==> config.mk <==
export PLATFORM = sky130hd
export DESIGN_NAME = ttps_ctrl
export DESIGN_NICKNAME = d
export VERILOG_FILES = /design/src/rtl/core/ttps_pkg.sv /design/src/rtl/core/ttps_ctrl.sv
export SDC_FILE = /design/constraint.sdc
export NUM_CORES = 1
export LEC_CHECK = 0
export ABC_CLOCK_PERIOD_IN_PS = 3000
export BUFFER_PORTS_ARGS = -buffer_cell sky130_fd_sc_hd__buf_4
export CAP_MARGIN = 0
export CORE_AREA = 2 2 39 41
export CTS_BUF_LIST = sky130_fd_sc_hd__clkbuf_8
export DETAILED_ROUTE_END_ITERATION = 6
export DIE_AREA = 0 0 41 43
export GPL_ROUTABILITY_DRIVEN = 0
export PLACE_DENSITY = 0.51
export SLEW_MARGIN = 20
export SYNTH_ARGS = -nofsm -noshare
export SYNTH_HDL_FRONTEND = slang
export SYNTH_SLANG_ARGS = --single-unit
==> constraint.sdc <==
create_clock -name clock -period 3 [get_ports clock]
set_input_delay 0 -clock clock [delete_from_list [all_inputs] [get_ports clock]]
set_output_delay 0 -clock clock [all_outputs]
set_load 0.02 [all_outputs]
==> src/rtl/core/ttps_pkg.sv <==
package ttps_pkg;

   localparam int unsigned TABLE_ENTRIES_DEF = 4096;
   localparam int unsigned DEPTH_BITS_DEF    = 7;

   localparam int unsigned OPCODE_W = 2;
   localparam int unsigned KEY_W    = 64;
   localparam int unsigned REQ_DEPTH_W = 7;
   localparam int unsigned SCORE_W  = 18;
   localparam int unsigned KIND_W   = 2;

   localparam logic [OPCODE_W-1:0] OP_PROBE = 2'd0;
   localparam logic [OPCODE_W-1:0] OP_STORE = 2'd1;
   localparam logic [OPCODE_W-1:0] OP_CLEAR = 2'd2;

   localparam logic [KIND_W-1:0] KIND_EXACT = 2'd0;
   localparam logic [KIND_W-1:0] KIND_ALPHA = 2'd1;
   localparam logic [KIND_W-1:0] KIND_BETA  = 2'd2;

   typedef enum logic [2:0] {
      S_INIT,
      S_IDLE,
      S_INDEX,
      S_READ,
      S_EVAL,
      S_WRITE,
      S_CLEAR,
      S_DONE
   } state_type;

   typedef struct packed {
      logic capture;
      logic index_step;
      logic mem_write;
      logic sweep;
      logic load_eval;
      logic load_zero;
   } cmd_type;

   typedef struct packed {
      logic [OPCODE_W-1:0] op;
      logic                index_done;
      logic                sweep_last;
   } status_type;

endpackage

==> src/rtl/core/ttps_ctrl.sv <==
module ttps_ctrl (
   input  logic                  clock,
   input  logic                  reset,
   input  logic                  req_valid,
   output logic                  req_ready,
   output logic                  rsp_valid,
   input  logic                  rsp_ready,
   input  ttps_pkg::status_type  status,
   output ttps_pkg::cmd_type     cmd
);

   import ttps_pkg::*;

   state_type state_ff, state_in;
   logic      rsp_valid_ff, rsp_valid_in;
   logic      out_free;

   // The result register can take a new request's result when it is empty
   // or is being emptied in this cycle.
   assign out_free = !rsp_valid_ff || rsp_ready;

   always_comb begin
      state_in = state_ff;
      unique case (state_ff)
         S_INIT: begin
            if (status.sweep_last) state_in = S_IDLE;
         end
         S_IDLE: begin
            if (req_valid) state_in = S_INDEX;
         end
         S_INDEX: begin
            if (status.index_done) begin
               unique case (status.op)
                  OP_PROBE: state_in = S_READ;
                  OP_STORE: state_in = S_WRITE;
                  OP_CLEAR: state_in = S_CLEAR;
                  default:  state_in = S_DONE;
               endcase
            end
         end
         S_READ:  state_in = S_EVAL;
         S_EVAL: begin
            if (out_free) state_in = S_IDLE;
         end
         S_WRITE: state_in = S_DONE;
         S_CLEAR: begin
            if (status.sweep_last) state_in = S_DONE;
         end
         S_DONE: begin
            if (out_free) state_in = S_IDLE;
         end
         default: state_in = S_INIT;
      endcase
   end

   always_comb begin
      cmd       = '0;
      req_ready = 1'b0;
      unique case (state_ff)
         S_INIT:  cmd.sweep = 1'b1;
         S_IDLE: begin
            req_ready   = 1'b1;
            cmd.capture = req_valid;
         end
         S_INDEX: cmd.index_step = 1'b1;
         S_READ:  cmd = '0;
         S_EVAL:  cmd.load_eval = out_free;
         S_WRITE: cmd.mem_write = 1'b1;
         S_CLEAR: cmd.sweep = 1'b1;
         S_DONE:  cmd.load_zero = out_free;
         default: cmd = '0;
      endcase
   end

   always_comb begin
      rsp_valid_in = rsp_valid_ff;
      if (cmd.load_eval || cmd.load_zero) begin
         rsp_valid_in = 1'b1;
      end else if (rsp_ready) begin
         rsp_valid_in = 1'b0;
      end
   end

   always_ff @(posedge clock) begin
      if (reset) begin
         state_ff     <= S_INIT;
         rsp_valid_ff <= 1'b0;
      end else begin
         state_ff     <= state_in;
         rsp_valid_ff <= rsp_valid_in;
      end
   end

   assign rsp_valid = rsp_valid_ff;

endmodule

* After elaboration in Yosys (flattened, before gate mapping)
Cells that the tools add are included.
Word-level totals: register bits after elaboration 4, input port bits 8, output and inout bits 8, word-level logic and storage cells 41
Cells by class: reduce and logical (&&, ||, !) cells 9, equality and inequality tests 14, multiplexer cells 16
Operators with widths (number):
- $pmux W3 S7 | 1
- $mux W3 | 5
- $eq A3 B3 Y1 const B | 4
- $mux W1 | 9
- $pmux W3 S3 | 1
- $ne A2 B2 Y1 const B | 4
- $eq A3 B2 Y1 const B | 2
- $reduce_and A5 Y1 | 1
- $reduce_or A2 Y1 | 2
- $eq A3 B1 Y1 const B | 1
- $logic_not A3 Y1 | 1
- $eq A2 B1 Y1 const B | 1
- $eq A2 B2 Y1 const B | 1
- $logic_not A2 Y1 | 1
- $logic_or A1 B1 Y1 | 2
- $ne A2 B1 Y1 const B | 1
- $reduce_bool A2 Y1 | 1
- $logic_not A1 Y1 | 1

* Depth between registers and ports, before layout
Gate-level depths: netlist of the first run.
word-level depth 5, depth in mapped cells 5, depth with buffers taken out 3

* Least setup slack after synthesis of the first run
Ideal clock, no wire load.
kind flip-flop to output port, from register state_ff[2], to output port cmd[5] (netlist bit), arrival 1151 ps, buffers on the path 2, cell stages (with the launch flop) 5, slack 1849 ps, path through dfxtp_1 > buf_6 > buf_8 > nor2_1 > and2_1
RTL lines:
- from (decl) | RTL line ttps_ctrl.sv:14 | state_type state_ff, state_in;
- from (signal assigned) | RTL line ttps_ctrl.sv:89 | state_ff <= state_in;
- to (decl) | RTL line ttps_ctrl.sv:9 | output ttps_pkg::cmd_type cmd

==> results of run 1 <==
[synth_stat cells]
master | instances | share of area
a311oi_1 | 1 | 0.023
buf_2 | 1 | 0.013
o31ai_1 | 1 | 0.020
and2b_4 | 1 | 0.026
nand3b_1 | 1 | 0.020
nand2b_2 | 1 | 0.023
a21oi_1 | 2 | 0.026
inv_1 | 1 | 0.0099
nor2_1 | 7 | 0.069
buf_4 | 1 | 0.020
o21ai_0 | 3 | 0.040
a31oi_1 | 1 | 0.017
a2bb2oi_1 | 1 | 0.023
mux2i_1 | 1 | 0.026
dfxtp_1 | 4 | 0.21
buf_8 | 1 | 0.040
nor3_1 | 1 | 0.013
buf_6 | 1 | 0.030
nor3b_1 | 1 | 0.020
xor2_1 | 1 | 0.023
nand2_1 | 1 | 0.0099
or2b_1 | 1 | 0.020
and2_1 | 1 | 0.017
a211o_1 | 2 | 0.046
mux2_2 | 1 | 0.030
nand4bb_1 | 1 | 0.030
a211oi_1 | 2 | 0.040
nand2b_1 | 3 | 0.050
and4_2 | 1 | 0.026
a221oi_2 | 1 | 0.040
[metal layers]
layer / share of wire / GRT usage / routed length [um]
met5: 0 / 0 / 0
met4: 0 / 0.0800 / 0
met3: 0.067 / 0.0314 / 63
met2: 0.47 / 0.166 / 443
met1: 0.46 / 0.141 / 437
[through the flow]
stage / std cells / worst slack (ns) / util / cell area [um^2]
6_report: 76 / 1.51 / 0.372 / 514
3_5_place_dp: 73 / 1.59 / 0.342 / 473
5_1_grt: 76 / 1.43 / 0.372 / 514
3_3_place_gp: 73 / 1.61 / 0.342 / 473
2_1_floorplan: 46 / 1.85 / - / 379
4_1_cts: 76 / 1.53 / 0.372 / 514
[worst max-delay path, cell delays in order (launching register included)]
cell,delay [ns]
dfxtp_1,0.66
or2b_1,0.30
nor3_1,0.14
buf_4,0.17
[cell families after synthesis]
logic type,count (synthesis),share of synthesized area
buffers and inverters,5,0.112
DFF,4,0.211
AOI/OAI and AO/OA,14,0.274
muxes,2,0.0561
and+or+nand+nor,20,0.323
xor gates and xnor gates,1,0.0231
[flip-flops by register name (all words and copies together) (netlist names)]
name       flops
state_ff       3
rsp_valid      1
[power by group]
group	internal [mW]	switching, mW
registers	0.0601	0.0210
clock network	0.0855	0.0278
logic	0.0467	0.0430
[path summary, 6_finish.rpt]
check | to | slack (ns) | cells after the start
max reg2reg | state_ff[0]$_SDFFE_PP0P_ | 1.57 | 3
min | state_ff[0]$_SDFFE_PP0P_ | 0.007 | 2
min reg2reg | state_ff[1]$_SDFFE_PP0P_ | 0.66 | 2
max | cmd[1] | 1.51 | 3
[area by class of cell]
cell class                      instances  area (um^2)
Multi-Input combinational cell         37          256
Fill cell                             146          870
Clock buffer                            3         41.3
Sequential cell                         4         80.1
Tap cell                               16         20.0
Timing Repair Buffer                   15          113
Inverter                                1         3.75
==> metrics.yaml, run 1 <==
layout_commonest_cell: "buf_4"
min_path_type: "in -> reg"
cts_root_buf: "clkbuf_8"
syn-num-nets: 54
cts_buffers: 3
antenna_found_initial: 0
layout-drive-gt1-share: 0.383
wl_per_cell_um: 12.4
num_antenna_cells: 0
cp-start-kind: "flip-flop"
crit_arrival_ns: 1.49
num_vias: 387
mostFrequentLayoutCells: "buf_4 (15), nor2_1 (7), dfxtp_1 (4)"
cap_violations: 0
p_per_area_mw_per_mm2: 553
crit_fanout: 18
fin_tns_setup_ns: 0
ys_seq_area_frac: 0.211
cts.htree.levels: 1
period_minus_slack_ns: 1.49
p_leak_nw: 0.221
grt.overflow.total: 0
core_area_mm2: 0.00138
nNetsFinal: 70
hold_buffers: 0
grt_util_all_layers: 0.115
drt_iter0_markers: 3
syn2layout_area_growth_pct: 35.6
grt_pass1_vias: 329
cts_tree: "yes"
hold_viol_final: 0
fp.dieW_um: 41
slew_violations: 0
dr.pass1.iters: 2
drtAntennaViolNets: 0
grt_pass1_wl_um: 1310
postCtsSetupBuffers: 0
row_count: 14
whs_ns: 0.00681
initial_core_util: 0.274
num_io_pins: 16
avgViaCountPerCell: 5.09
relSlewSlack: 0.633
post_cts_resized: 0
dp.final_hpwl_um: 619
ir_drop_mv: 0.244
clockBufferDepth: 2
finalCritPeriodShare: 0.496
crit_start: "state_ff[2]$_SDFFE_PP0P_"
numPortBuffers: 15
crit_type: "reg -> out"
synth_cells: 46
die_area_mm2: 0.00176
yosysUniqueCellTypes: 30
path_clk_slew_ns: 0.03
finalPower_uw: 284
endpoint_kind: "primary output"
drc: 0
synth_area_um2: 379
hold_start: "reset"
syn_area_per_cell_um2: 8.24
r2r-start: "state_ff[2]$_SDFFE_PP0P_"
finalClockSkew_ns: 0.00247
grt_setup_unrepaired: "false"
fp.dieH_um: 43
clock_latency_ns: 0.22
cts.sinks: 4
ys_ff_latch: 4
critPathRequiredTime_ns: 3.00
ys_warn_count: 0
status: "finished clean"
fmax_ghz: 0.673
wl_um: 943
worst_slew_pin_slew_ns: 0.550
grt_max_degree: 19
setup_viol: 0
No activity file was read; power rests on OpenSTA's default activity.
==> run 2: changes to the inputs <==
Settings changed: ABC_AREA from default to 1, ABC_CLOCK_PERIOD_IN_PS 3000 to 1200, PLACE_DENSITY 0.51 to 0.5.
Clock period 3 ns to 1.2 ns, I/O delays scaled along.
==> run 2 against run 1 <==
- first-iteration DRC count up 67%
- sequential share of layout area is 1.0 points lower
- highest routed layer is now met4
- critical path type unchanged
- flip-flop and latch count stayed put
==> metrics.yaml, run 2 <==
fin_ws_ns: 0.0376  # was 1.51 ns
setup_viol: 0  # unchanged
num_io_pins: 16  # unchanged
cp_top_family: "buffers and inverters"  # was flip-flops
critPathRequiredTime_ns: 1.20  # was 3.00 ns
whs_ns: 0.0728  # was 0.00681 ns
num_vias: 429  # was 387
cp_num_buf_inv: 3  # was 1
reg2reg_slack_ns: 0.06  # was 1.57 ns
grt_pass1_vias: 356  # was 329
crit_fanout: 5  # was 18
num_antenna_cells: 0  # unchanged
avgViaCountPerCell: 4.25  # was 5.09
hold_depth: 4  # was 2
status: "finished clean"  # unchanged
ys.flop_type: "dfxtp_1"  # unchanged
place_ws_ns: 0.0208  # was 1.59 ns
syn2layout_area_growth_pct: 72.7  # was 35.6%
yosysUniqueCellTypes: 13  # was 30
ys_ff_latch: 4  # unchanged
dr.pass1.iters: 4  # was 2
critPathSlowestCell: "dfxtp_2"  # was dfxtp_1
finalClockSkew_ns: 0.000298  # was 0.00247 ns
grt_setup_unrepaired: "true"  # was false
grt_max_degree: 7  # was 19
dp.final_hpwl_um: 720  # was 619 um
hold_buffers: 0  # unchanged
grt.overflow.total: 0  # unchanged
endpoint_kind: "primary output"  # unchanged
synth_area_um2: 344  # was 379 um^2
largest_reg_flops: 3  # unchanged
ys_warn_count: 0  # unchanged
crit_arrival_ns: 1.16  # was 1.49 ns
core_area_mm2: 0.00138  # unchanged
syn-num-nets: 69  # was 54
p_leak_nw: 0.346  # was 0.221 nW
cts_buffers: 3  # unchanged
synth_area_leader_cell: "dfxtp_1"  # unchanged
cp-start-kind: "flip-flop"  # unchanged
initial_core_util: 0.249  # was 0.274
relSlewSlack: 0.846  # was 0.633
wl_per_cell_um: 8.50  # was 12.4 um
clockBufferDepth: 2  # unchanged
dp_cells: 98  # was 73
cts.htree.levels: 1  # unchanged
grt_pass1_wl_um: 1330  # was 1310 um
r2r-start: "state_ff[1]$_SDFFE_PP0P_"  # was state_ff[2]$_SDFFE_PP0P_
postCtsSetupBuffers: 0  # unchanged
fmax_ghz: 0.860
period_minus_slack_ns: 1.16
fp.dieH_um: 43  # unchanged
die_area_mm2: 0.00176  # unchanged
slowest_delay_ns: 0.38  # was 0.66 ns
synth-edff-count: 0  # unchanged
crit_type: "reg -> out"  # unchanged
syn_area_per_cell_um2: 5.64  # was 8.24 um^2
r2r_end: "state_ff[2]$_SDFFE_PP0P_"  # was state_ff[0]$_SDFFE_PP0P_
cts_tree: "yes"  # unchanged
cp_cell_sequence: "inv_2, buf_4, nor3_2, buf_4"  # was or2b_1, nor3_1, buf_4
worst_slew_pin_slew_ns: 0.230  # was 0.550 ns
synth_commonest_cells: "nand2_1 (13), nor2_1 (11), inv_1 (9)"  # was nor2_1 (7), dfxtp_1 (4), nand2b_1 (3), o21ai_0 (3)
path_clk_slew_ns: 0.03  # about the same
async_reset_ff_frac: 0  # unchanged
finalCritPeriodShare: 0.969
clock_latency_ns: 0.21  # was 0.22 ns
numPortBuffers: 15  # unchanged
drt_iter0_markers: 5  # was 3
slew_violations: 0  # unchanged
crit_path_frequent_cell: "buf_4"
layout-drive-gt1-share: 0.518  # was 0.383
mostFrequentLayoutCells: "buf_4 (21), nand2_1 (12), inv_1 (9)"  # was buf_4 (15), nor2_1 (7), dfxtp_1 (4)
cap_violations: 0  # unchanged
synth_most_common_cell: "nand2_1"  # was nor2_1
min_path_type: "in -> reg"  # unchanged
drc: 0  # unchanged
cts_root_buf: "clkbuf_8"  # unchanged
synth_top_area_frac: 0.233  # was 0.211
fp.dieW_um: 41  # unchanged
reg2reg_depth: 7  # was 3
hold_start: "reset"  # unchanged
hold_viol_final: 0  # unchanged
whs_endpoint: "state_ff[2]$_SDFFE_PP0P_"  # was state_ff[0]$_SDFFE_PP0P_
synth_cells: 61  # was 46
nNetsFinal: 95  # was 70
ys_seq_area_frac: 0.233  # was 0.211
layout_commonest_cell: "buf_4"  # unchanged
ir_drop_mv: 0.763  # was 0.244 mV
p_per_area_mw_per_mm2: 2370  # was 553 mW/mm^2
row_count: 14  # unchanged
grt_util_all_layers: 0.113  # was 0.115
cts.sinks: 4  # unchanged
stdcell_count: 101  # was 76
wl_um: 859  # was 943 um
antenna_found_initial: 0  # unchanged
synth_area_leaders: "dfxtp_1 (23%), nand2_1 (14%), nor2_1 (12%), nand3_1 (10%), inv_1 (9.8%)"  # was dfxtp_1 (21%), nor2_1 (6.9%), nand2b_1 (5.0%), a211o_1 (4.6%), o21ai_0 (4.0%)
largest_register: "state_ff"  # unchanged
drtAntennaViolNets: 0  # unchanged
[run 2: changes by cell type in the layout (fill, tap and decap cells not counted), sizes merged, moves of 2 or more]
cell / before / now
nand2: 1 / 16
inv: 1 / 13
nand3: 0 / 8
nor2: 7 / 14
buf: 15 / 21
nand2b: 4 / 0
a211o: 2 / 0
a211oi: 2 / 0
a21oi: 2 / 0
[run 2: per-layer routing]
metal  track usage  part of all wire
met5             0                 0
met3        0.0471             0.048
met1         0.134              0.46
met2         0.166              0.48
met4        0.0600             0.012
[run 2: worst max-delay path by stage]
stage	start	to	slack, ns	cells past startpoint
after floorplan	rsp_valid$_SDFFE_PP0P_	state_ff[0]$_SDFFE_PP0P_	0.05	7
after global placement	state_ff[1]$_SDFFE_PP0P_	state_ff[2]$_SDFFE_PP0P_	0.007	9
after detailed placement	state_ff[0]$_SDFFE_PP0P_	state_ff[2]$_SDFFE_PP0P_	0.02	8
after CTS	state_ff[1]$_SDFFE_PP0P_	cmd[4]	0.01	4
after global routing	state_ff[1]$_SDFFE_PP0P_	state_ff[0]$_SDFFE_PP0P_	-0.01	7
final	state_ff[1]$_SDFFE_PP0P_	cmd[4]	0.04	4
[run 2: cell type report]
cell class	count	area, um^2
Tap cell	16	20.0
Clock buffer	3	41.3
Timing Repair Buffer	21	158
Fill cell	155	790
Inverter	13	48.8
Sequential cell	4	86.3
Multi-Input combinational cell	44	240
[run 2: power breakdown]
group	internal, mW	leakage (nW)	total [mW]	switching, mW
sequential	0.196	0.0343	0.270	0.0739
combinational	0.369	0.290	0.864	0.495
clock	0.213	0.0216	0.277	0.0639
total	0.778	0.346	1.41	0.633
[run 2: worst min-delay path, stage by stage]
cell and delay, ns:
buf_4 0.07, inv_1 0.06, nand2_1 0.08, nor2_2 0.03
[run 2: metrics by stage]
step                power [mW]  cell area [um^2]  utilization  setup TNS, ns
CTS                       1.37               569        0.411              0
detailed placement        1.08               527        0.381              0
global placement          1.08               527        0.381              0
finish                    1.41               594        0.429              0
floorplan                0.770               349            -              0
global route              1.54               594        0.429        -0.0178
[run 2: repair_timing]
item | in CTS | in global routing
resized for setup | 1 | 9
cloned | 0 | 0
pin swaps | 0 | 0
hold endpoints to repair | 0 | 0
setup endpoints to repair | 1 | 5
[run 2: kinds of logic after synthesis]
group	share of synthesized area
flip-flops	0.233
AND/OR/NAND/NOR	0.567
AO/OA/AOI/OAI	0.0582
buffers and inverters	0.142
